File: src/rtl/core/imhq_ram.sv
// ----------------------------------------------------------------------------
// imhq_ram
// Generic single-port-write, single-port-read RAM with registered read data.
// ----------------------------------------------------------------------------
module imhq_ram #(
  parameter int unsigned Width = 8,
  parameter int unsigned Depth = 16
) (
  input  logic                     clk_i,
  input  logic                     we_i,
  input  logic [$clog2(Depth)-1:0] waddr_i,
  input  logic [Width-1:0]         wdata_i,
  input  logic [$clog2(Depth)-1:0] raddr_i,
  output logic [Width-1:0]         rdata_o
);

  logic [Width-1:0] mem_q [Depth];

  always_ff @(posedge clk_i) begin
    if (we_i) begin
      mem_q[waddr_i] <= wdata_i;
    end
    rdata_o <= mem_q[raddr_i];
  end

endmodule

File: config.mk
export PLATFORM = sky130hd
export DESIGN_NAME = imhq_ram
export DESIGN_NICKNAME = d
export VERILOG_FILES = /design/src/rtl/core/imhq_ram.sv
export SDC_FILE = /design/constraint.sdc
export NUM_CORES = 1
export LEC_CHECK = 0
export BUFFER_PORTS_ARGS = -buffer_cell sky130_fd_sc_hd__buf_2
export CORE_ASPECT_RATIO = 1.4
export CORE_MARGIN = 5
export CORE_UTILIZATION = 60
export DETAILED_ROUTE_END_ITERATION = 10
export PLACE_DENSITY_LB_ADDON = 0.15
export SYNTH_ARGS = -nofsm -noshare
export SYNTH_HDL_FRONTEND = slang
export SYNTH_SLANG_ARGS = --single-unit
File: constraint.sdc
create_clock -name clk_i -period 2.2 [get_ports clk_i]
set_clock_uncertainty 0.15 [all_clocks]
set_input_delay 0 -clock clk_i [delete_from_list [all_inputs] [get_ports clk_i]]
set_output_delay 0 -clock clk_i [all_outputs]
set_load 0.02 [all_outputs]
Word-level counts from Yosys, hierarchy flattened
Memories as Yosys holds them, arrays and structs flattened. A register that Yosys moved wholly into a read port is not among the register bits.
Index checks and enable logic that the tools add are counted.
Cells by class
  shift operators: 0
  divide/modulo/power cells: 0
  magnitude comparators: 0
  equal/unequal tests: 0
  bitwise gates (word level): 0
  $mul: 0
  multiplexer cells: 2
  reduce and logical (&&, ||, !) cells: 0
  add/subtract/negate cells: 0
Operator list (number)
  $mux 1: 2
Storage, ports and cells
  output and inout port bits: 8
  register bits after elaboration: 0
  memories: 1
  latch bits: 0
  memory bits (writable): 128
  bits in read-only memories: 0
  input bits: 18
  logic and storage cells: 3
Memories
  mem_q: depth 16, bits a word 8, read ports 1, clocked after Yosys merged registers in 1, wr ports 1, line 17  | logic [Width-1:0] mem_q [Depth];

Depth between registers and ports, before layout
Gate-level depths: netlist of run 1.
  depth in word-level cells: 2
  depth in mapped cells: 5
  gate-level depth less buffers: 3

Worst setup path before layout of run 1
No wires, ideal clock.
  path kind: input to register
  start: input port waddr_i[2]
  end: memory mem_q[0][0], enable pin
  arrival time: 1.110 ns
  setup time: 0.383 ns
  path buffers: 0
  stages on the path: 2
  slack: 0.557 ns
  required time: 1.667 ns
  cell sequence: or3b_2 nor3_1
RTL lines
  start, declared: line 11  | input logic [$clog2(Depth)-1:0] waddr_i,
  end, declared: line 17
No word-level cell before the write port.

Worst setup path after layout of run 1
  start: input port waddr_i[0]
  end: memory mem_q[8][1], enable pin
No word-level cell before the write port.

==> impl_metrics.ini, run 1 <==
[die]
core-area_um2 = 8508
initial_utilization_pct = 60.50
io-pin-count = 26
die_height_um = 119.6
die_area_um2 = 10560
rows = 40
die_x_um = 88.28

[setup_path]
cp_max_fo = 8
critical_path.max_stage_delay_ns = 0.56
crit_family = buffers and inverters
reg2reg_to = rdata_o[7]
reg2regPathDepth = 3
cp_num_cells = 5
crit_buf_inv = 4
cpMostUsedCell = dlygate4sd3_1
critical_path_class = in -> reg
end_kind = register
cp_data_arrival_time_ns = 1.61
slowest_stage = dlygate4sd3_1
r2r_slack_ns = 0.66
path_cells = dlygate4sd3_1 > buf_2 > nor3_1 > dlygate4sd3_1 > buf_4
r2r-start = mem_q[3][7]
required_ns = 2.16
startpoint_type = input port
critPathLaunch = waddr_i[0]

[final_layout]
fillerInstances = 524
insertedDiodeCount = 0
final_nets = 314
fin_area_um2 = 6207
drive_above_1_share_pct = 30.74
area_growth_pct = 20.59
multi_input_area_um2 = 1057
final_cells = 414
regArea_um2 = 4004

[job]
maxCapViolCount = 0

[timing]
finalHoldViolations = 0
slew_headroom_pct = 54.44
tightest_slew_ns = 0.6819
max_freq_mhz = 606.0
finalCritPeriodShare_pct = 75.01
rsz0062_at_grt = false
setup_viol = 0
drv_slew = 0
min_period_ns = 1.650
setup_ws_ns = 0.5498
totalNegativeSetupSlack_ns = 0

[yosys]
seq_area_frac_synth_pct = 77.78
yosys.area.top_type_share_pct = 74.67
ys_seq_elements = 136
syn_avg_cell_area_um2 = 22.48
synthTopCellsByArea = edfxtp_1, mux4_2, mux4_1
syn-cell-area_um2 = 5147
synth_warnings = 0
yosysTopAreaCell = edfxtp_1
syn_inst = 229
synth_fp_nets = 247
ys_types = 19

[clocking]
cts_tree = built
cts-resized-gates = 0
postCtsSetupRepairBufs = 0
cts_max_level = 4
clk_path_buf_depth = 2
cts_made_buffers = 17
cts.sinks = 136
cts_root_buf = clkbuf_16
clkTransAtPathRegs_ns = 0.05
hold_buffers = 12
clkLatencyLatePin_ns = 0.41

[drt]
num_vias = 2538
wire_per_inst_um = 23.74
drt_wl_total_mm = 9.827
drc = 0
drt_iter0_drc = 248
drtAntennaViolNets = 0
dr.pass1.iters = 5
viasPerCell = 6.130

[pwr]
ir_worst_vdd_mv = 0.7184
powerDensity_nw_per_um2 = 963.3
p_leak_nw = 2.146
power_mw = 5.979

[global_routing]
track_usage_pct = 21.21
grt_pass1_vias = 2694
gr-total-overflow = 0
grt_pass1_wl_mm = 15.32
grt_antenna_before_repair = 0
grt_max_degree = 33

[placement]
dp_hpwl_mm = 5.917
placed_cell_area_um2 = 5500
numPortBuffers = 25
routabilityCongestion = 0.7549
dp_cells = 370
dpl_worst_slack_ns = 0.5888

[min_path]
min_path_type = in -> reg
min_to = rdata_o[7]
holdPathStages = 4
hp-start = raddr_i[2]

[status]
outcome = finished clean
-- worst reg2reg max path: stages, from the launching register on --
cell      delay (ns)
edfxtp_1        0.38
mux4_2          0.48
a22oi_1         0.31
nand2_1         0.09
-- through the flow --
step / utilization [%] / hold slack (ns)
2_1_floorplan: - / -0.05113
3_3_place_gp: 64.65 / 0.2372
3_5_place_dp: 64.65 / 0.2480
4_1_cts: 72.96 / 0.01506
5_1_grt: 72.96 / 0.04773
6_report: 72.96 / 0.01684
-- state kept, by name, summed over array words and instances (netlist names) --
signal	cells
mem_q	128
rdata_o	8
-- how the worst max path moves through the flow --
| stage | end | slack, ns |
|---|---|---|
| after floorplan | mem_q[0][0] | 0.56 |
| after global placement | rdata_o[7] | 0.60 |
| after detailed placement | rdata_o[7] | 0.59 |
| after CTS | mem_q[8][1] | 0.58 |
| after global routing | mem_q[8][1] | 0.52 |
| final | mem_q[8][1] | 0.55 |
-- synth_stat cells (all sizes together) --
cell type	number
nor2	13
nand2	9
or3b	1
mux4	32
a22oi	16
nor3	4
dfxtp	8
nand2b	2
and2b	1
nor2b	1
nand3	1
and2	1
nand3b	2
clkdlybuf4s25	3
buf	7
edfxtp	128
-- where the power goes --
group / switching, mW / internal [mW] / leakage, nW
registers: 0.0176 / 2.90 / 1.22
clock network: 0.999 / 1.76 / 0.279
logic: 0.169 / 0.131 / 0.644
-- layout make-up --
class	instances	share of cell area (%)
clock buffers	18	6.914
clock inverters	14	2.540
multi-input cells	83	17.03
flip-flops and latches	136	64.50
well taps	105	2.117
repair buffers	58	6.894
-- metal layers --
layer / vias up / global-route usage, % / share of wire (%)
li1: 1107 / - / -
met1: 1281 / 27.78 / 38
met2: 133 / 33.94 / 53
met3: 17 / 5.632 / 7.1
met4: 0 / 8.223 / 1.6
met5: - / 0 / 0
-- cells by family after synthesis --
family                 Yosys count  share of synthesized area (%)
flip-flops                     136                          77.78
AND/OR/NAND/NOR                 35                          3.184
multiplexers                    32                          15.02
AO/OA/AOI/OAI                   16                          2.334
buffers and inverters           10                          1.677
-- cell usage in the layout (no fill, tap or decap) --
master and n:
edfxtp_1 128, buf_2 25, buf_4 19, mux4_2 18, clkbuf_16 17, a22oi_1 16
mux4_1 14, nor2_1 13, dlygate4sd3_1 12, nand2_1 9, dfxtp_1 8, clkinv_2 5
nor3_1 4, clkinvlp_4 4, bufinv_16 3, nand3b_1 2, nand2b_1 2, buf_12 2
nor2b_1 1, and2_1 1, and2b_1 1, nand3_1 1, or3b_2 1, clkinv_1 1
clkinv_4 1, clkbuf_1 1
Note: power is estimated with default switching activity, not from simulation.
==> run 2: changes to the inputs <==
--- a/config.mk
+++ b/config.mk
@@ -8,7 +8,7 @@
 export BUFFER_PORTS_ARGS = -buffer_cell sky130_fd_sc_hd__buf_2
 export CORE_ASPECT_RATIO = 1.4
 export CORE_MARGIN = 5
-export CORE_UTILIZATION = 60
+export CORE_UTILIZATION = 54
 export DETAILED_ROUTE_END_ITERATION = 10
 export PLACE_DENSITY_LB_ADDON = 0.15
 export SYNTH_ARGS = -nofsm -noshare
==> constraint.sdc (replaced) <==
create_clock -name clk_i -period 1.4 [get_ports clk_i]
set_clock_uncertainty 0.15 [all_clocks]
set_input_delay 0 -clock clk_i [delete_from_list [all_inputs] [get_ports clk_i]]
set_output_delay 0 -clock clk_i [all_outputs]
set_load 0.02 [all_outputs]
==> impl_metrics.ini, run 2 (synthesized netlist as in run 1, its figures left out) <==
[status]
outcome = complete, but fails checks
violations = negative setup slack

[die]
die_height_um = 125.5
rows = 42
core-area_um2 = 9407
die_area_um2 = 11610
io-pin-count = 26
die_x_um = 92.52
initial_utilization_pct = 54.72

[clocking]
cts_max_level = 4
cts_tree = built
cts_root_buf = clkbuf_16
cts.sinks = 136
clk_path_buf_depth = 2
postCtsSetupRepairBufs = 0
clkLatencyLatePin_ns = 0.40
cts_made_buffers = 17
clkTransAtPathRegs_ns = 0.05

[drt]
viasPerCell = 5.657
drt_iter0_drc = 142
drtAntennaViolNets = 0
dr.pass1.iters = 4
num_vias = 2421
wire_per_inst_um = 22.23
drt_wl_total_mm = 9.516
drc = 0

[global_routing]
gr-total-overflow = 0
grt_pass1_vias = 2620
track_usage_pct = 18.22
grt_antenna_before_repair = 0
grt_pass1_wl_mm = 15.08
grt_max_degree = 19

[timing]
setup_ws_ns = -0.01888
finalCritPeriodShare_pct = 101.3
totalNegativeSetupSlack_ns = -0.06288
rsz0062_at_grt = true
drv_slew = 0
min_period_ns = 1.419
slew_headroom_pct = 41.41
max_freq_mhz = 704.8
tightest_slew_ns = 0.8771
finalHoldViolations = 0
setup_viol = 5

[setup_path]
cp_data_arrival_time_ns = 1.55
required_ns = 1.53
cp_max_fo = 1
startpoint_type = register
end_kind = register
critical_path_class = reg -> reg

[pwr]
p_leak_nw = 2.130
p_clk_share_pct = 43.0
pwr-share-comb_pct = 5.8
power_frac_seq_pct = 51.3
netSwitchingFraction_pct = 19.27
ir_worst_vdd_mv = 0.8847
internal_power_mw = 7.215
powerDensity_nw_per_um2 = 1435
p_sw_mw = 1.723

[final_layout]
layout_commonest_cell = edfxtp_1
reg.largest.list = mem_q x128, rdata_o x8
area_growth_pct = 20.98
regMostFlops = mem_q
fin_area_um2 = 6227
insertedDiodeCount = 0
layout_common_cells = edfxtp_1, buf_4, mux4_2
drive_above_1_share_pct = 37.11
fillerInstances = 614
largest_register_ffs = 128
final_cells = 428
final_nets = 323

[placement]
placed_cell_area_um2 = 5607
dp_hpwl_mm = 6.249
numPortBuffers = 25
dp_cells = 386
routabilityCongestion = 0.7954

[min_path]
min_path_type = in -> reg

[job]
maxCapViolCount = 0
## run 2: worst max-delay path, stage by stage, from the launching register on
cell      delay (ns)
edfxtp_1        0.36
mux4_1          0.50
a22oi_1         0.22
nand2_1         0.07
## run 2: layout make-up
class	count	area, µm²	area share [%]
repair buffers	67	503.0	8.077
flip-flops and latches	136	4004	64.30
multi-input cells	83	1070	17.18
clock buffers	27	462.9	7.434
clock inverters	5	50.05	0.8037
well taps	110	137.6	2.210
## run 2: worst paths after layout
| check | startpoint | end | slack [ns] | cells after the start |
|---|---|---|---|---|
| min reg2reg | mem_q[14][0] | rdata_o[0] | 0.53 | 3 |
| max | mem_q[10][2] | rdata_o[2] | -0.02 | 3 |
| min | raddr_i[3] | rdata_o[2] | 0.05 | 4 |
| max reg2reg | mem_q[10][2] | rdata_o[2] | -0.02 | 3 |
## run 2: layer usage
metal | routed length, µm | global-route usage [%]
met3 | 406 | 5.108
met5 | 0 | 0
met4 | 64 | 6.562
met2 | 5015 | 29.15
met1 | 4028 | 24.07
## run 2: stage by stage
stage / utilization [%] / total power, mW / worst slack [ns] / hold WS (ns)
finish: 66.20 / 8.938 / -0.01888 / 0.05195
global route: 66.20 / 9.245 / -0.06355 / 0.09252
detailed placement: 59.60 / 5.140 / -0.1709 / 0.2537
global placement: 59.60 / 5.129 / -0.1566 / 0.2401
floorplan: - / 4.921 / -0.01615 / -0.05113
CTS: 66.23 / 9.014 / -0.02145 / 0.04145
## run 2: power groups by stage
stage / Combinational [mW] / Sequential (mW) / Clock, mW
5_1_grt: 0.559 / 4.59 / 4.10
6_report: 0.516 / 4.58 / 3.84
2_1_floorplan: 0.231 / 4.69 / 0
3_3_place_gp: 0.468 / 4.66 / 0
4_1_cts: 0.524 / 4.58 / 3.91
3_5_place_dp: 0.478 / 4.66 / 0
## run 2: repair_timing
item | 4_1_cts | 5_1_grt
endpoints found under the hold margin | 137 | 0
pin swaps | 7 | 3
resized for setup | 16 | 3
endpoints found under the setup margin | 8 | 8
hold buffers | 10 | 0
==> run 3: changes to the inputs <==
--- a/config.mk
+++ b/config.mk
@@ -10,7 +10,9 @@
 export CORE_MARGIN = 5
 export CORE_UTILIZATION = 54
 export DETAILED_ROUTE_END_ITERATION = 10
+export GPL_TIMING_DRIVEN = 0
 export PLACE_DENSITY_LB_ADDON = 0.15
+export RECOVER_POWER = 25
 export SYNTH_ARGS = -nofsm -noshare
 export SYNTH_HDL_FRONTEND = slang
 export SYNTH_SLANG_ARGS = --single-unit
==> impl_metrics.ini, run 3 (synthesized netlist as in run 1, its figures left out) <==
[die]
die_height_um = 125.5
die_x_um = 92.52
rows = 42
die_area_um2 = 11610
core-area_um2 = 9407
io-pin-count = 26
initial_utilization_pct = 54.72

[final_layout]
regArea_um2 = 4004
area_growth_pct = 20.59
drive_above_1_share_pct = 34.23
multi_input_area_um2 = 1089
final_nets = 303
layout_common_cells = edfxtp_1, mux4_2, buf_2
fillerInstances = 634
reg.largest.list = mem_q x128, rdata_o x8
final_cells = 408
fin_area_um2 = 6207
largest_register_ffs = 128
insertedDiodeCount = 0
layout_commonest_cell = edfxtp_1
regMostFlops = mem_q

[setup_path]
cp_data_arrival_time_ns = 1.63
r2r_slack_ns = -0.09
required_ns = 1.54
r2r-start = mem_q[0][1]
reg2reg_to = rdata_o[1]
cp_max_fo = 1
path_cells = mux4_2 > a22oi_2 > nand2_1
end_kind = register
critical_path_class = reg -> reg
slowest_stage = mux4_2
startpoint_type = register
reg2regPathDepth = 3
critical_path.max_stage_delay_ns = 0.51

[drt]
drc = 0
wl_met2_mm = 5.306
m1WireLength_mm = 3.772
num_vias = 2520
wl_met3_um = 671
viasPerCell = 6.176
drt_iter0_drc = 372
dr.max_layer_used = met4
wire_per_inst_um = 24.63
dr.pass1.iters = 5
drtAntennaViolNets = 0
drt_wl_total_mm = 10.05

[placement]
routabilityCongestion = 0.7449
placed_cell_area_um2 = 5410
dp_cells = 363
dp_hpwl_mm = 6.301
numPortBuffers = 24

[clocking]
cts_made_buffers = 17
postCtsSetupRepairBufs = 0
cts_max_level = 4
cts.sinks = 136
clkTransAtPathRegs_ns = 0.06
clkLatencyLatePin_ns = 0.41
cts_tree = built
clk_path_buf_depth = 2
cts_root_buf = clkbuf_16

[status]
violations = negative hold slack, negative setup slack
outcome = complete, but fails checks

[timing]
totalNegativeSetupSlack_ns = -0.3160
hold_slack_ns = -0.03624
finalHoldViolations = 24
min_period_ns = 1.485
drv_slew = 0
setup_ws_ns = -0.08548
tightest_slew_ns = 0.8881
finalCritPeriodShare_pct = 106.1
setup_viol = 8
rsz0062_at_grt = true
slew_headroom_pct = 40.58
max_freq_mhz = 673.2

[global_routing]
grt_pass1_vias = 2581
grt_max_degree = 17
track_usage_pct = 18.99
grt_antenna_before_repair = 0
gr-total-overflow = 0
grt_pass1_wl_mm = 15.41

[job]
maxCapViolCount = 0

[pwr]
p_sw_mw = 1.874
powerDensity_nw_per_um2 = 1586
netSwitchingFraction_pct = 19.04
ir_worst_vdd_mv = 1.116
internal_power_mw = 7.972
power_mw = 9.846
pwr-share-comb_pct = 5.2
p_leak_nw = 2.053
power_frac_seq_pct = 46.5
p_clk_share_pct = 48.3

[min_path]
min_path_type = in -> reg
hp-start = waddr_i[1]
holdPathStages = 2
min_to = mem_q[4][2]
[run 3: how the worst max path moves through the flow]
| stage | depth (start not counted) | from | slack (ns) | endpoint |
|---|---|---|---|---|
| after detailed placement | 3 | waddr_i[3] | -0.55 | mem_q[4][6] |
| after global routing | 3 | mem_q[4][2] | -0.11 | rdata_o[2] |
| after CTS | 3 | mem_q[0][3] | -0.06 | rdata_o[3] |
| after global placement | 3 | waddr_i[2] | -0.52 | mem_q[8][3] |
| after floorplan | 2 | waddr_i[2] | -0.02 | mem_q[3][0] |
| final | 3 | mem_q[0][1] | -0.09 | rdata_o[1] |
[run 3: timing repair]
item                                    in CTS  in global routing
endpoints found under the hold margin      162                  9
resized for setup                           16                  8
hold buffers                                 8                  5
endpoints found under the setup margin      32                 40
cloned                                       0                  0
pin swaps                                    5                  6
[run 3: layout make-up]
class	instances	share of cell area [%]
multi-input cells	83	17.54
clock buffers	20	7.196
clock inverters	12	3.225
flip-flops and latches	136	64.50
repair buffers	37	3.931
well taps	110	2.217
plain buffers	10	1.391
[run 3: power by group through the flow]
stage          logic, mW  clock network, mW  registers [mW]
2_1_floorplan      0.231                  0            4.69
3_3_place_gp       0.460                  0            4.65
3_5_place_dp       0.467                  0            4.66
4_1_cts            0.503               4.80            4.58
5_1_grt            0.552               5.03            4.59
6_report           0.515               4.75            4.58
[run 3: worst max-delay path, delay by kind of cell, from the launching register on]
kind,cells,cell delay (ns)
mux,1,0.51
compound gates,1,0.25
simple gates,1,0.08
flops,1,0.38
[run 3: through the flow]
step                      utilization, %  setup slack (ns)
after global routing               65.99           -0.1112
after CTS                          65.35          -0.06478
after floorplan                        -          -0.01615
after detailed placement           57.52           -0.5506
after global placement             57.52           -0.5247
final                              65.99          -0.08548
[run 3: routing by layer]
layer | up-vias | global-route usage, %
met4 | 0 | 8.486
met3 | 19 | 5.829
li1 | 1075 | -
met2 | 95 | 30.60
met5 | - | 0
met1 | 1331 | 23.72
