[config.mk]
export PLATFORM = sky130hd
export DESIGN_NAME = imhq_ctrl_flat
export DESIGN_NICKNAME = d
export VERILOG_FILES = /design/src/rtl/core/imhq_pkg.sv /design/src/rtl/core/imhq_if.sv /design/src/rtl/core/imhq_ctrl.sv /design/src/flat_wrapper.sv
export SDC_FILE = /design/constraint.sdc
export NUM_CORES = 1
export LEC_CHECK = 0
export ABC_AREA = 0
export BUFFER_PORTS_ARGS = -buffer_cell sky130_fd_sc_hd__clkbuf_2
export CORE_MARGIN = 3
export CORE_UTILIZATION = 40
export CTS_CLUSTER_SIZE = 28
export DETAILED_ROUTE_END_ITERATION = 10
export HOLD_SLACK_MARGIN = 0.08
export MAX_ROUTING_LAYER = met4
export SYNTH_ARGS = -nofsm -noshare
export SYNTH_HDL_FRONTEND = slang
export SYNTH_SLANG_ARGS = --single-unit
export TNS_END_PERCENT = 20
[constraint.sdc]
create_clock -name clk_i -period 4.4 [get_ports clk_i]
set_input_delay 0.66 -clock clk_i [delete_from_list [all_inputs] [get_ports clk_i]]
set_output_delay 0.66 -clock clk_i [all_outputs]
set_load 0.05 [all_outputs]
[src/rtl/core/imhq_pkg.sv]
// ----------------------------------------------------------------------------
// imhq_pkg
// Shared types, constants and codes of the indexed min-heap queue.
// ----------------------------------------------------------------------------
package imhq_pkg;

  localparam int unsigned DefCapacity = 1024;
  localparam int unsigned DefKeyBits  = 32;
  localparam int unsigned IdBits      = 10;
  localparam int unsigned IdCount     = 1 << IdBits;
  localparam int unsigned OutKeyBits  = 32;
  localparam int unsigned CountBits   = 11;

  typedef enum logic [1:0] {
    ACT_INSERT   = 2'd0,
    ACT_DELETE   = 2'd1,
    ACT_DECREASE = 2'd2,
    ACT_PEEK     = 2'd3
  } action_e;

  typedef enum logic [2:0] {
    ERR_OK       = 3'd0,
    ERR_FULL     = 3'd1,
    ERR_EMPTY    = 3'd2,
    ERR_DUP      = 3'd3,
    ERR_ABSENT   = 3'd4,
    ERR_INCREASE = 3'd5
  } error_e;

endpackage

[src/rtl/core/imhq_if.sv]
// ----------------------------------------------------------------------------
// imhq_req_if / imhq_rsp_if
// Valid/ready channels carrying queue requests and their results.
// ----------------------------------------------------------------------------
interface imhq_req_if;
  logic        valid;
  logic        ready;
  logic [1:0]  action;
  logic [9:0]  item_id;
  logic [31:0] new_key;
  modport source (output valid, action, item_id, new_key, input ready);
  modport sink   (input valid, action, item_id, new_key, output ready);
endinterface

interface imhq_rsp_if;
  logic        valid;
  logic        ready;
  logic [9:0]  out_id;
  logic [31:0] out_key;
  logic [10:0] item_count;
  logic        is_empty;
  logic [2:0]  error_code;
  modport source (output valid, out_id, out_key, item_count, is_empty, error_code,
                  input ready);
  modport sink   (input valid, out_id, out_key, item_count, is_empty, error_code,
                  output ready);
endinterface

[src/rtl/core/imhq_ctrl.sv]
// ----------------------------------------------------------------------------
// imhq_ctrl
// Sequencer that runs one request through the heap and position memories.
// ----------------------------------------------------------------------------
module imhq_ctrl
  import imhq_pkg::*;
#(
  parameter int unsigned Capacity = DefCapacity,
  parameter int unsigned KeyBits  = DefKeyBits,
  localparam int unsigned SlotBits = $clog2(Capacity + 1),
  localparam int unsigned PosW     = SlotBits + 1,
  localparam int unsigned HeapW    = IdBits + KeyBits
) (
  input  logic                clk_i,
  input  logic                rst_ni,
  imhq_req_if.sink            req,
  imhq_rsp_if.source          rsp,
  output logic                heap_we_o,
  output logic [SlotBits-1:0] heap_waddr_o,
  output logic [HeapW-1:0]    heap_wdata_o,
  output logic [SlotBits-1:0] heap_raddr_o,
  input  logic [HeapW-1:0]    heap_rdata_i,
  output logic                pos_we_o,
  output logic [IdBits-1:0]   pos_waddr_o,
  output logic [PosW-1:0]     pos_wdata_o,
  output logic [IdBits-1:0]   pos_raddr_o,
  input  logic [PosW-1:0]     pos_rdata_i
);

  localparam logic [3:0] S_IDLE = 4'd0;
  localparam logic [3:0] S_POS  = 4'd1;
  localparam logic [3:0] S_DECK = 4'd2;
  localparam logic [3:0] S_UPRD = 4'd3;
  localparam logic [3:0] S_UPCM = 4'd4;
  localparam logic [3:0] S_DLST = 4'd5;
  localparam logic [3:0] S_DNL  = 4'd6;
  localparam logic [3:0] S_DNR  = 4'd7;
  localparam logic [3:0] S_DNCM = 4'd8;
  localparam logic [3:0] S_TOP  = 4'd9;
  localparam logic [3:0] S_TOPW = 4'd10;
  localparam logic [3:0] S_RSP  = 4'd11;
  localparam logic [3:0] S_DEL0 = 4'd12;
  localparam logic [3:0] S_UPW  = 4'd13;
  localparam logic [3:0] S_CLR  = 4'd14;

  localparam logic [SlotBits-1:0] SlotOne = SlotBits'(1);
  localparam logic [CountBits-1:0] CountCap = CountBits'(Capacity);
  localparam logic [IdBits-1:0] LastId = IdBits'(IdCount - 1);

  logic [3:0]            state_q, state_d;
  logic [SlotBits-1:0]   count_q, count_d;
  logic [SlotBits-1:0]   k_q, k_d, c_q, c_d;
  logic [IdBits-1:0]     id_q, id_d;
  logic [KeyBits-1:0]    key_q, key_d;
  logic [HeapW-1:0]      left_q, left_d;
  logic [HeapW-1:0]      other_q, other_d;
  logic [2:0]            err_q, err_d;
  logic [IdBits-1:0]     rid_q, rid_d;
  logic [KeyBits-1:0]    rkey_q, rkey_d;
  logic                  rep_q, rep_d;
  action_e               act_q, act_d;
  logic [IdBits-1:0]     clr_q, clr_d;

  logic [KeyBits-1:0]  rd_key;
  logic [IdBits-1:0]   rd_id;
  logic [KeyBits-1:0]  lkey;
  logic [SlotBits:0]   c2;
  logic                pos_hit;
  logic [SlotBits-1:0] pos_slot;

  assign rd_key   = heap_rdata_i[KeyBits-1:0];
  assign rd_id    = heap_rdata_i[HeapW-1:KeyBits];
  assign lkey     = left_q[KeyBits-1:0];
  assign c2       = {k_q, 1'b0};
  assign pos_hit  = pos_rdata_i[PosW-1];
  assign pos_slot = pos_rdata_i[SlotBits-1:0];

  assign req.ready = (state_q == S_IDLE);

  always_comb begin
    state_d = state_q; count_d = count_q;
    k_d = k_q; c_d = c_q; id_d = id_q; key_d = key_q;
    left_d = left_q; other_d = other_q; err_d = err_q;
    rid_d = rid_q; rkey_d = rkey_q; rep_d = rep_q;
    act_d = act_q; clr_d = clr_q;
    heap_we_o = 1'b0; heap_waddr_o = k_q; heap_wdata_o = {id_q, key_q};
    heap_raddr_o = SlotOne;
    pos_we_o = 1'b0; pos_waddr_o = id_q; pos_wdata_o = {1'b1, k_q};
    pos_raddr_o = req.item_id;
    unique case (state_q)
      S_CLR: begin
        pos_we_o = 1'b1;
        pos_waddr_o = clr_q;
        pos_wdata_o = '0;
        clr_d = clr_q + IdBits'(1);
        if (clr_q == LastId) state_d = S_IDLE;
      end
      S_IDLE: begin
        if (req.valid) begin
          id_d = req.item_id;
          key_d = KeyBits'(req.new_key);
          err_d = ERR_OK;
          rep_d = 1'b0;
          act_d = action_e'(req.action);
          unique case (action_e'(req.action))
            ACT_INSERT: begin
              if (CountBits'(count_q) >= CountCap) begin
                err_d = ERR_FULL; state_d = S_TOP;
              end else begin
                state_d = S_POS;
              end
            end
            ACT_DELETE: begin
              if (count_q == '0) begin
                err_d = ERR_EMPTY; state_d = S_TOP;
              end else begin
                state_d = S_DEL0;
              end
            end
            ACT_DECREASE: begin
              state_d = S_POS;
            end
            ACT_PEEK: begin
              if (count_q == '0) err_d = ERR_EMPTY;
              state_d = S_TOP;
            end
            default: state_d = S_IDLE;
          endcase
        end
      end
      S_POS: begin
        if (act_q == ACT_INSERT) begin
          if (pos_hit) begin
            err_d = ERR_DUP; state_d = S_TOP;
          end else begin
            count_d = count_q + SlotOne;
            k_d = count_q + SlotOne;
            heap_we_o = 1'b1;
            heap_waddr_o = count_q + SlotOne;
            pos_we_o = 1'b1;
            pos_waddr_o = id_q;
            pos_wdata_o = {1'b1, count_q + SlotOne};
            state_d = S_UPRD;
          end
        end else if (!pos_hit) begin
          err_d = ERR_ABSENT; state_d = S_TOP;
        end else begin
          k_d = pos_slot;
          heap_raddr_o = pos_slot;
          state_d = S_DECK;
        end
      end
      S_DECK: begin
        if (key_q > rd_key) begin
          err_d = ERR_INCREASE; state_d = S_TOP;
        end else begin
          heap_we_o = 1'b1;
          state_d = S_UPRD;
        end
      end
      S_UPRD: begin
        if (k_q <= SlotOne) begin
          state_d = S_TOP;
        end else begin
          heap_raddr_o = k_q >> 1;
          state_d = S_UPCM;
        end
      end
      S_UPCM: begin
        if (rd_key > key_q) begin
          heap_we_o = 1'b1;
          heap_waddr_o = k_q;
          heap_wdata_o = heap_rdata_i;
          pos_we_o = 1'b1;
          pos_waddr_o = rd_id;
          pos_wdata_o = {1'b1, k_q};
          k_d = k_q >> 1;
          state_d = S_UPW;
        end else begin
          state_d = S_TOP;
        end
      end
      S_UPW: begin
        heap_we_o = 1'b1;
        pos_we_o = 1'b1;
        state_d = S_UPRD;
      end
      S_DEL0: begin
        state_d = S_DLST;
      end
      S_DLST: begin
        if (!rep_q) begin
          rid_d = rd_id; rkey_d = rd_key; rep_d = 1'b1;
          pos_we_o = 1'b1;
          pos_waddr_o = rd_id;
          pos_wdata_o = '0;
          heap_raddr_o = count_q;
          state_d = S_DLST;
        end else begin
          id_d = rd_id; key_d = rd_key;
          k_d = SlotOne;
          count_d = count_q - SlotOne;
          heap_we_o = 1'b1;
          heap_waddr_o = SlotOne;
          heap_wdata_o = heap_rdata_i;
          pos_we_o = (count_q != SlotOne);
          pos_waddr_o = rd_id;
          pos_wdata_o = {1'b1, SlotOne};
          state_d = S_DNL;
        end
      end
      S_DNL: begin
        if (c2 > {1'b0, count_q}) begin
          state_d = S_TOP;
        end else begin
          heap_raddr_o = SlotBits'(c2);
          c_d = SlotBits'(c2);
          state_d = S_DNR;
        end
      end
      S_DNR: begin
        left_d = heap_rdata_i;
        heap_raddr_o = c_q + SlotOne;
        state_d = S_DNCM;
      end
      S_DNCM: begin
        if (c_q < count_q && lkey > rd_key) begin
          other_d = heap_rdata_i;
          c_d = c_q + SlotOne;
        end else begin
          other_d = left_q;
        end
        if (c_q < count_q && lkey > rd_key) begin
          if (key_q > rd_key) begin
            heap_we_o = 1'b1;
            heap_waddr_o = k_q;
            heap_wdata_o = heap_rdata_i;
            pos_we_o = 1'b1;
            pos_waddr_o = rd_id;
            pos_wdata_o = {1'b1, k_q};
            k_d = c_q + SlotOne;
            state_d = S_UPW;
          end else begin
            state_d = S_TOP;
          end
        end else if (key_q > lkey) begin
          heap_we_o = 1'b1;
          heap_waddr_o = k_q;
          heap_wdata_o = left_q;
          pos_we_o = 1'b1;
          pos_waddr_o = left_q[HeapW-1:KeyBits];
          pos_wdata_o = {1'b1, k_q};
          k_d = c_q;
          state_d = S_UPW;
        end else begin
          state_d = S_TOP;
        end
        if (state_d == S_UPW) rep_d = 1'b1;
      end
      S_TOP: begin
        state_d = S_TOPW;
      end
      S_TOPW: begin
        if (!rep_q) begin
          rid_d = (count_q == '0) ? '0 : rd_id;
          rkey_d = (count_q == '0) ? '0 : rd_key;
        end
        state_d = S_RSP;
      end
      S_RSP: begin
        if (rsp.ready) state_d = S_IDLE;
      end
      default: state_d = S_IDLE;
    endcase
  end

  // After a sift-down swap the write-back state returns to the down loop.
  logic down_q, down_d;
  assign down_d = (state_q == S_DLST) ? 1'b1 :
                  (state_q == S_IDLE) ? 1'b0 : down_q;

  logic [3:0] state_n;
  always_comb begin
    state_n = state_d;
    if (state_q == S_UPW && down_q) state_n = S_DNL;
  end

  always_ff @(posedge clk_i or negedge rst_ni) begin
    if (!rst_ni) begin
      state_q <= S_CLR;
      clr_q <= '0;
      count_q <= '0;
      down_q <= 1'b0;
      rep_q <= 1'b0;
    end else begin
      state_q <= state_n;
      clr_q <= clr_d;
      count_q <= count_d;
      down_q <= down_d;
      rep_q <= rep_d | (state_q == S_DLST) | down_d;
    end
  end

  always_ff @(posedge clk_i) begin
    k_q <= k_d; c_q <= c_d; id_q <= id_d; key_q <= key_d;
    left_q <= left_d; other_q <= other_d; err_q <= err_d;
    rid_q <= rid_d; rkey_q <= rkey_d; act_q <= act_d;
  end

  assign rsp.valid      = (state_q == S_RSP);
  assign rsp.out_id     = rid_q;
  assign rsp.out_key    = OutKeyBits'(rkey_q);
  assign rsp.item_count = CountBits'(count_q);
  assign rsp.is_empty   = (count_q == '0);
  assign rsp.error_code = err_q;

  logic unused_other;
  assign unused_other = ^other_q;

endmodule

[src/flat_wrapper.sv]
// flat-port wrapper written by rule: the top's interface ports become plain ports
module imhq_ctrl_flat import imhq_pkg::*;
#(
  parameter int unsigned Capacity = DefCapacity,
  parameter int unsigned KeyBits  = DefKeyBits,
  localparam int unsigned SlotBits = $clog2(Capacity + 1),
  localparam int unsigned PosW     = SlotBits + 1,
  localparam int unsigned HeapW    = IdBits + KeyBits
)
  (clk_i, rst_ni, heap_we_o, heap_waddr_o, heap_wdata_o, heap_raddr_o, heap_rdata_i, pos_we_o, pos_waddr_o, pos_wdata_o, pos_raddr_o, pos_rdata_i, req_valid, req_action, req_item_id, req_new_key, req_ready, rsp_valid, rsp_out_id, rsp_out_key, rsp_item_count, rsp_is_empty, rsp_error_code, rsp_ready);
  imhq_req_if req_i ();
  imhq_rsp_if rsp_i ();
  input  logic clk_i;
  input  logic rst_ni;
  output logic heap_we_o;
  output logic [SlotBits-1:0] heap_waddr_o;
  output logic [HeapW-1:0] heap_wdata_o;
  output logic [SlotBits-1:0] heap_raddr_o;
  input  logic [HeapW-1:0] heap_rdata_i;
  output logic pos_we_o;
  output logic [IdBits-1:0] pos_waddr_o;
  output logic [PosW-1:0] pos_wdata_o;
  output logic [IdBits-1:0] pos_raddr_o;
  input  logic [PosW-1:0] pos_rdata_i;
  input wire logic [$bits(req_i.valid)-1:0] req_valid;
  input wire logic [$bits(req_i.action)-1:0] req_action;
  input wire logic [$bits(req_i.item_id)-1:0] req_item_id;
  input wire logic [$bits(req_i.new_key)-1:0] req_new_key;
  output wire logic [$bits(req_i.ready)-1:0] req_ready;
  output wire logic [$bits(rsp_i.valid)-1:0] rsp_valid;
  output wire logic [$bits(rsp_i.out_id)-1:0] rsp_out_id;
  output wire logic [$bits(rsp_i.out_key)-1:0] rsp_out_key;
  output wire logic [$bits(rsp_i.item_count)-1:0] rsp_item_count;
  output wire logic [$bits(rsp_i.is_empty)-1:0] rsp_is_empty;
  output wire logic [$bits(rsp_i.error_code)-1:0] rsp_error_code;
  input wire logic [$bits(rsp_i.ready)-1:0] rsp_ready;
  assign req_i.valid = req_valid;
  assign req_i.action = req_action;
  assign req_i.item_id = req_item_id;
  assign req_i.new_key = req_new_key;
  assign req_ready = req_i.ready;
  assign rsp_valid = rsp_i.valid;
  assign rsp_out_id = rsp_i.out_id;
  assign rsp_out_key = rsp_i.out_key;
  assign rsp_item_count = rsp_i.item_count;
  assign rsp_is_empty = rsp_i.is_empty;
  assign rsp_error_code = rsp_i.error_code;
  assign rsp_i.ready = rsp_ready;
  imhq_ctrl #(.Capacity(Capacity), .KeyBits(KeyBits)) u_core (.clk_i(clk_i), .rst_ni(rst_ni), .req(req_i), .rsp(rsp_i), .heap_we_o(heap_we_o), .heap_waddr_o(heap_waddr_o), .heap_wdata_o(heap_wdata_o), .heap_raddr_o(heap_raddr_o), .heap_rdata_i(heap_rdata_i), .pos_we_o(pos_we_o), .pos_waddr_o(pos_waddr_o), .pos_wdata_o(pos_wdata_o), .pos_raddr_o(pos_raddr_o), .pos_rdata_i(pos_rdata_i));
endmodule
# Yosys cells after proc, flatten, opt, wreduce, memory -nomap -nowiden
# Index checks and enable logic that the tools add are counted.
# op_classes
reduce_logical	22
n_lt_le_gt_ge	8
n_eq_ne	38
muxes	98
bitwise	2
n_addsub	4
# ops
cell	count
two-way mux 42 bit	5
two-way mux 11 bit	19
two-way mux 32 bit	5
greater-than comparator 32 bit	4
one-hot mux 32 bit (2 select lines)	2
one-hot mux 42 bit (3 select lines)	1
two-way mux 10 bit	10
one-hot mux 11 bit (2 select lines)	3
one-hot mux 4 bit (15 select lines)	1
one-hot mux 11 bit (5 select lines)	1
two-way mux 4 bit	13
one-hot mux 11 bit (4 select lines)	1
one-hot mux 10 bit (2 select lines)	2
one-hot mux 10 bit (4 select lines)	1
one-hot mux 12 bit (3 select lines)	1
== test 4 bit, second input constant	8
two-way mux 3 bit	9
two-way mux 12 bit	2
adder 11 x 1 -> 11 bit, second input constant	2
== test 4 x 3 -> 1 bit, second input constant	4
one-hot mux 4 bit (4 select lines)	1
two-way mux 1 bit	14
greater-than comparator 12 x 11 -> 1 bit	1
AND reduction 3 bit	4
other kinds (34)	58
# totals
reg_bits	180
word_cells	186

# Depth between registers and ports, before layout
# depth
word_depth	9
mapped_depth	13
mapped_depth_nobuf	11

# Worst setup path before layout
# No wires, ideal clock.
# synth_timing
path_type	input -> output
from	input port heap_rdata_i[30]
to	output port pos_waddr_o[8]
path_buffers	1
t_required_ps	3740
slack_ps	-92
cell_stages	12
arrival_ps	3832
cell_sequence	inv_1 > ha_1 > nand4_1 > or4_1 > o21ai_1 > a21oi_1 > o21a_2 > buf_2 > nor2_1 > a22oi_1 > o21a_1 > a211oi_1
# synth_between
elab_chain_cells	4
# synth_lines
element	line	text
start, declared	flat_wrapper.sv:19	input logic [HeapW-1:0] heap_rdata_i;
greater-than comparator 32 bit, on equally long branches	imhq_ctrl.sv:234, imhq_ctrl.sv:233	
two-way mux 10 bit or logical AND 1 bit (tied branches)	imhq_ctrl.sv:234, imhq_ctrl.sv:233	
two-way mux 10 bit	imhq_ctrl.sv:233	if (c_q < count_q && lkey > rd_key) begin
one-hot mux 10 bit (4 select lines) *	imhq_ctrl.sv:90	unique case (state_q)
end, declared	flat_wrapper.sv:21	output logic [IdBits-1:0] pos_waddr_o;
# Mark *: on every way between the ends. The rest lies on a longest branch, timed or not.

# Final worst setup path
# layout_timing
from	register u_core.key_q[5]
to	output port heap_wdata_o[5]
# layout_between
elab_chain_cells	4
# layout_lines
element	line	text
start, declared	imhq_ctrl.sv:54	logic [KeyBits-1:0] key_q, key_d;
start signal, assigned	imhq_ctrl.sv:305	k_q <= k_d; c_q <= c_d; id_q <= id_d; key_q <= key_d;
greater-than comparator 32 bit, on equally long branches	imhq_ctrl.sv:246, imhq_ctrl.sv:234	
two-way mux 42 bit, on equally long branches	imhq_ctrl.sv:246, imhq_ctrl.sv:234	
two-way mux 42 bit	imhq_ctrl.sv:233	
one-hot mux 42 bit (3 select lines) *	imhq_ctrl.sv:90	
end, declared	flat_wrapper.sv:17	output logic [HeapW-1:0] heap_wdata_o;
# Marked as above.

==> metrics.log <==
INFO  metric synth.lib_cells_used.distinct = 78
INFO  metric total_switching_power = 0.00689 W
INFO  metric clock-skew-final = 0.0131 ns
INFO  metric postSynth.asyncResetShare = 0.150
INFO  metric drt_pass_1_iters = 8
INFO  metric register_area = 5270 um2
INFO  metric die_area = 35200 um2
INFO  metric critPathMaxFanout = 8
INFO  metric pins_over_slew_limit = 0
INFO  metric global_placement_routability_congestion = 0.939
INFO  metric drc = 0
INFO  metric postLayoutCoreUtil = 0.541
INFO  metric clock_tree.root_cell = sky130_fd_sc_hd__clkbuf_16
INFO  metric ys.warnings.count = 0
INFO  metric area_delta_synth_final = 31.3%
INFO  metric post-route-min-period = 4.43 ns
INFO  metric dpl.hpwl = 34800 um
INFO  metric holdCritPathClass = in -> async
INFO  metric area_occupied_by_multi_input_gates = 7260 um2
INFO  metric p_int = 0.00665 W
INFO  metric pwr_density_cell = 782 nW/um2
INFO  metric place_area = 16200 um2
INFO  metric timing.critical_path.max_delay_family = compound AO/OA/AOI/OAI gates
INFO  metric share_comb_of_total_power = 0.671
INFO  metric total_global_routing_overflow = 0
INFO  metric initial_utilization = 0.412
INFO  metric die-width = 188 um
INFO  metric ctsLongestPathBuffers = 2
INFO  metric core_area = 32000 um2
INFO  metric via_count = 12800
INFO  metric number_of_antenna_violations_at_the_first_check_in_global_routing = 2
INFO  metric floorplan.rows = 65
INFO  metric setup_viol = 5
INFO  metric post_synth_edffs = 153
INFO  metric proportion_of_layout_cells_with_a_drive_suffix_above_1 = 0.268
INFO  metric dr.first_iter.drc_count = 1236
INFO  metric fillCellCount = 3011
INFO  metric max_freq = 226 MHz
INFO  metric fin_worst_hold_slack = 0.268 ns
INFO  metric post_drt_wl_per_cell = 21.4 um
INFO  metric design_area = 17300 um2
INFO  metric cts_max_level = 4
INFO  metric antenna_left = 0
INFO  metric sw_frac_of_total = 0.509
INFO  metric synthesis.instances = 1473
INFO  metric wp_data_arrival = 3.77 ns
INFO  metric p_leak = 7.90 nW
INFO  metric grt_start_max_net_pins = 76
INFO  metric timing.max_cap.violations = 0
INFO  metric worst_setup_path_class = reg -> out
INFO  metric postSynthNetCount = 1699
INFO  metric power_frac_seq = 0.212
INFO  metric ir_worst_vdd = 0.000737 V
INFO  metric die_height = 188 um
INFO  metric critPathLaunchType = flop
INFO  metric final_total_negative_setup_slack = -0.111 ns
INFO  metric tritoncts_num_sinks = 180
INFO  metric final_cell_mix = sky130_fd_sc_hd__clkbuf_2, sky130_fd_sc_hd__nand2_1, sky130_fd_sc_hd__edfxtp_1
INFO  metric reg2reg_to = u_core.k_q[4]
INFO  metric post_synth_instance_area = 13200 um2
INFO  metric grt_setup_unrepaired = true
INFO  metric synth_seq_cells = 180
INFO  metric r2r.worst_path.cells = 12
INFO  metric slowest_delay = 0.49 ns
INFO  metric crit-reg2reg-launch = u_core.left_q[7]
INFO  metric worst_slew_pin_slew = 1.16 ns
INFO  metric timing.final.crit_share = 1.01
INFO  metric worst-endpoint-required = 3.74 ns
INFO  metric io_pins = 259
INFO  metric grt_pass1_wl = 73300 um
INFO  metric synth_ff_type = sky130_fd_sc_hd__edfxtp_1
INFO  metric power.clock.fraction = 0.117
INFO  metric tritoncts_clock_tree = yes
INFO  metric first_global_vias = 12800
INFO  metric synth.area.top_cells = sky130_fd_sc_hd__edfxtp_1, sky130_fd_sc_hd__ha_1, sky130_fd_sc_hd__dfrtp_1
INFO  metric worst_skew_pair.late_latency = 0.46 ns
INFO  metric synth_area_per_cell = 8.96 um2
INFO  metric setup.reg_to_reg.worst_slack = 0.35 ns
INFO  metric worstPathBufferInverterCount = 5
INFO  metric path_cells = inv_1 -> ha_4 -> nand4_1 -> a2111o_1 -> a311oi_2 -> o21ai_2 -> a211o_1 -> o21bai_4 -> buf_6 -> buf_12 -> a222oi_1 -> inv_1 -> buf_12
INFO  metric yosysTopAreaCellShare = 0.348
INFO  metric timing.slew.headroom = 0.224
INFO  metric vias_per_cell = 5.75
INFO  metric fin_ws = -0.0315 ns
INFO  metric routed_wl = 47600 um
INFO  metric status = finished, violations left
INFO  metric final_common_cell = sky130_fd_sc_hd__clkbuf_2
INFO  metric hold_viol_final = 0
INFO  metric timing.critical_path.slowest_stage_cell = sky130_fd_sc_hd__a2111o_1
INFO  metric cts_hold_buf = 0
INFO  metric nNetsFinal = 1999
INFO  metric clk_transition_reported_paths = 0.07 ns
INFO  metric endpoint_kind = primary output
INFO  metric yosysSeqAreaShare = 0.400
INFO  metric grt.total_usage = 0.272
INFO  metric cts_made_buffers = 17
INFO  metric placement.io_buffers = 258
INFO  metric violated_checks = negative setup slack
INFO  metric top_cell_type_by_total_area_after_synthesis = sky130_fd_sc_hd__edfxtp_1
[flip-flops by register name, summed over array words and instances (netlist names)]
signal and flops:
u_core.act_q 2, u_core.c_q 11, u_core.clr_q 10, u_core.down_q 1, u_core.id_q 10, u_core.k_q 11
u_core.key_q 32, u_core.left_q 42, u_core.rep_q 1, u_core.rsp.error_code 3, u_core.rsp.item_count 11, u_core.rsp.out_id 10
u_core.rsp.out_key 32, u_core.state_q 4
[worst max-delay path by stage]
| stage | from | end | cells after the start |
|---|---|---|---|
| 6_report | u_core.key_q[5] | heap_wdata_o[5] | 13 |
| 5_1_grt | u_core.key_q[17] | heap_wdata_o[4] | 14 |
| 4_1_cts | u_core.left_q[26] | heap_wdata_o[8] | 11 |
| 3_5_place_dp | heap_rdata_i[24] | heap_wdata_o[8] | 13 |
| 3_3_place_gp | heap_rdata_i[14] | heap_wdata_o[24] | 15 |
| 2_1_floorplan | heap_rdata_i[30] | heap_wdata_o[12] | 10 |
[routing by layer]
layer  wire, um  track usage  vias up  part of all wire
li1           -            -     5984                 -
met1      20700        0.358     6154              0.44
met2      21900        0.421      577              0.46
met3       3890       0.0591       77             0.082
met4       1070       0.0828        0             0.022
met5          0            -        -                 0
[power by group through the flow]
stage                     Combinational [W]  Sequential [W]  Clock, W
after floorplan                     0.00509         0.00292         0
after global placement              0.00861         0.00289         0
after detailed placement            0.00868         0.00290         0
after CTS                           0.00884         0.00286   0.00161
after global routing                0.00965         0.00293   0.00167
final                               0.00908         0.00288   0.00158
[through the flow]
stage / setup slack [ns] / total power (W) / cells
after CTS: -0.0549 / 0.0133 / 2208
after floorplan: -0.00985 / 0.00801 / 1473
after detailed placement: -0.127 / 0.0116 / 2160
after global placement: -0.0189 / 0.0115 / 2160
final: -0.0315 / 0.0135 / 2223
after global routing: -0.205 / 0.0143 / 2223
[logic make-up (layout without fill, tap and decap cells)]
kind of cell,count (synthesis),in the layout,synth area share
buffers and inverters,243,556,0.0744
xor gates and xnor gates,42,42,0.0279
muxes,8,8,0.00711
adders and majority gates,124,124,0.118
DFF,180,180,0.400
other,0,2,0
AOI/OAI and AO/OA,415,415,0.213
and+or+nand+nor,461,461,0.160
[final cells by class]
type	count	area share
clock inverters	8	0.00332
diodes	2	0.000289
multi-input cells	1050	0.419
inverters	149	0.0323
flip-flops and latches	180	0.304
well taps	435	0.0314
clock buffers	24	0.0308
repair buffers	375	0.178
[Yosys cell counts (5+ instances only)]
library cell,n
sky130_fd_sc_hd__o41ai_1,7
sky130_fd_sc_hd__clkbuf_1,69
sky130_fd_sc_hd__mux2i_1,6
sky130_fd_sc_hd__a21oi_1,92
sky130_fd_sc_hd__inv_1,146
sky130_fd_sc_hd__o31ai_1,9
sky130_fd_sc_hd__xnor2_1,32
sky130_fd_sc_hd__o21ai_0,102
sky130_fd_sc_hd__a222oi_1,35
sky130_fd_sc_hd__a31oi_1,10
sky130_fd_sc_hd__nand4_1,28
sky130_fd_sc_hd__a21boi_0,8
sky130_fd_sc_hd__o221ai_1,12
sky130_fd_sc_hd__edfxtp_1,153
sky130_fd_sc_hd__dfrtp_1,24
sky130_fd_sc_hd__a221oi_1,10
sky130_fd_sc_hd__nor4_1,7
sky130_fd_sc_hd__buf_4,10
sky130_fd_sc_hd__and2_1,10
sky130_fd_sc_hd__nor2_1,153
sky130_fd_sc_hd__buf_2,7
sky130_fd_sc_hd__o21a_1,5
sky130_fd_sc_hd__nand2_1,159
sky130_fd_sc_hd__ha_1,124
sky130_fd_sc_hd__xor2_1,10
sky130_fd_sc_hd__nand2b_1,10
sky130_fd_sc_hd__a211oi_1,12
sky130_fd_sc_hd__nand3_1,25
sky130_fd_sc_hd__a21o_1,39
sky130_fd_sc_hd__o211ai_1,9
sky130_fd_sc_hd__and3_1,11
sky130_fd_sc_hd__nor3_1,20
sky130_fd_sc_hd__a22oi_1,20
sky130_fd_sc_hd__a221o_1,8
sky130_fd_sc_hd__nor2b_1,16
[worst register-to-register path, delay by kind of cell (launching register included)]
family / cells / cell delay [ns]
compound gates: 5 / 1.41
fa+ha+maj: 1 / 0.35
mux: 1 / 0.21
buf+inv: 3 / 0.47
simple gates: 2 / 0.79
flops: 1 / 0.42
[timing repair]
action                                  4_1_cts  5_1_grt
hold endpoints to repair                      0        0
gates resized for setup                      14       62
endpoints found under the setup margin       51       51
buffers inserted                             16       13
pin swaps                                    12       31
No activity file was read; power rests on OpenSTA's default activity.
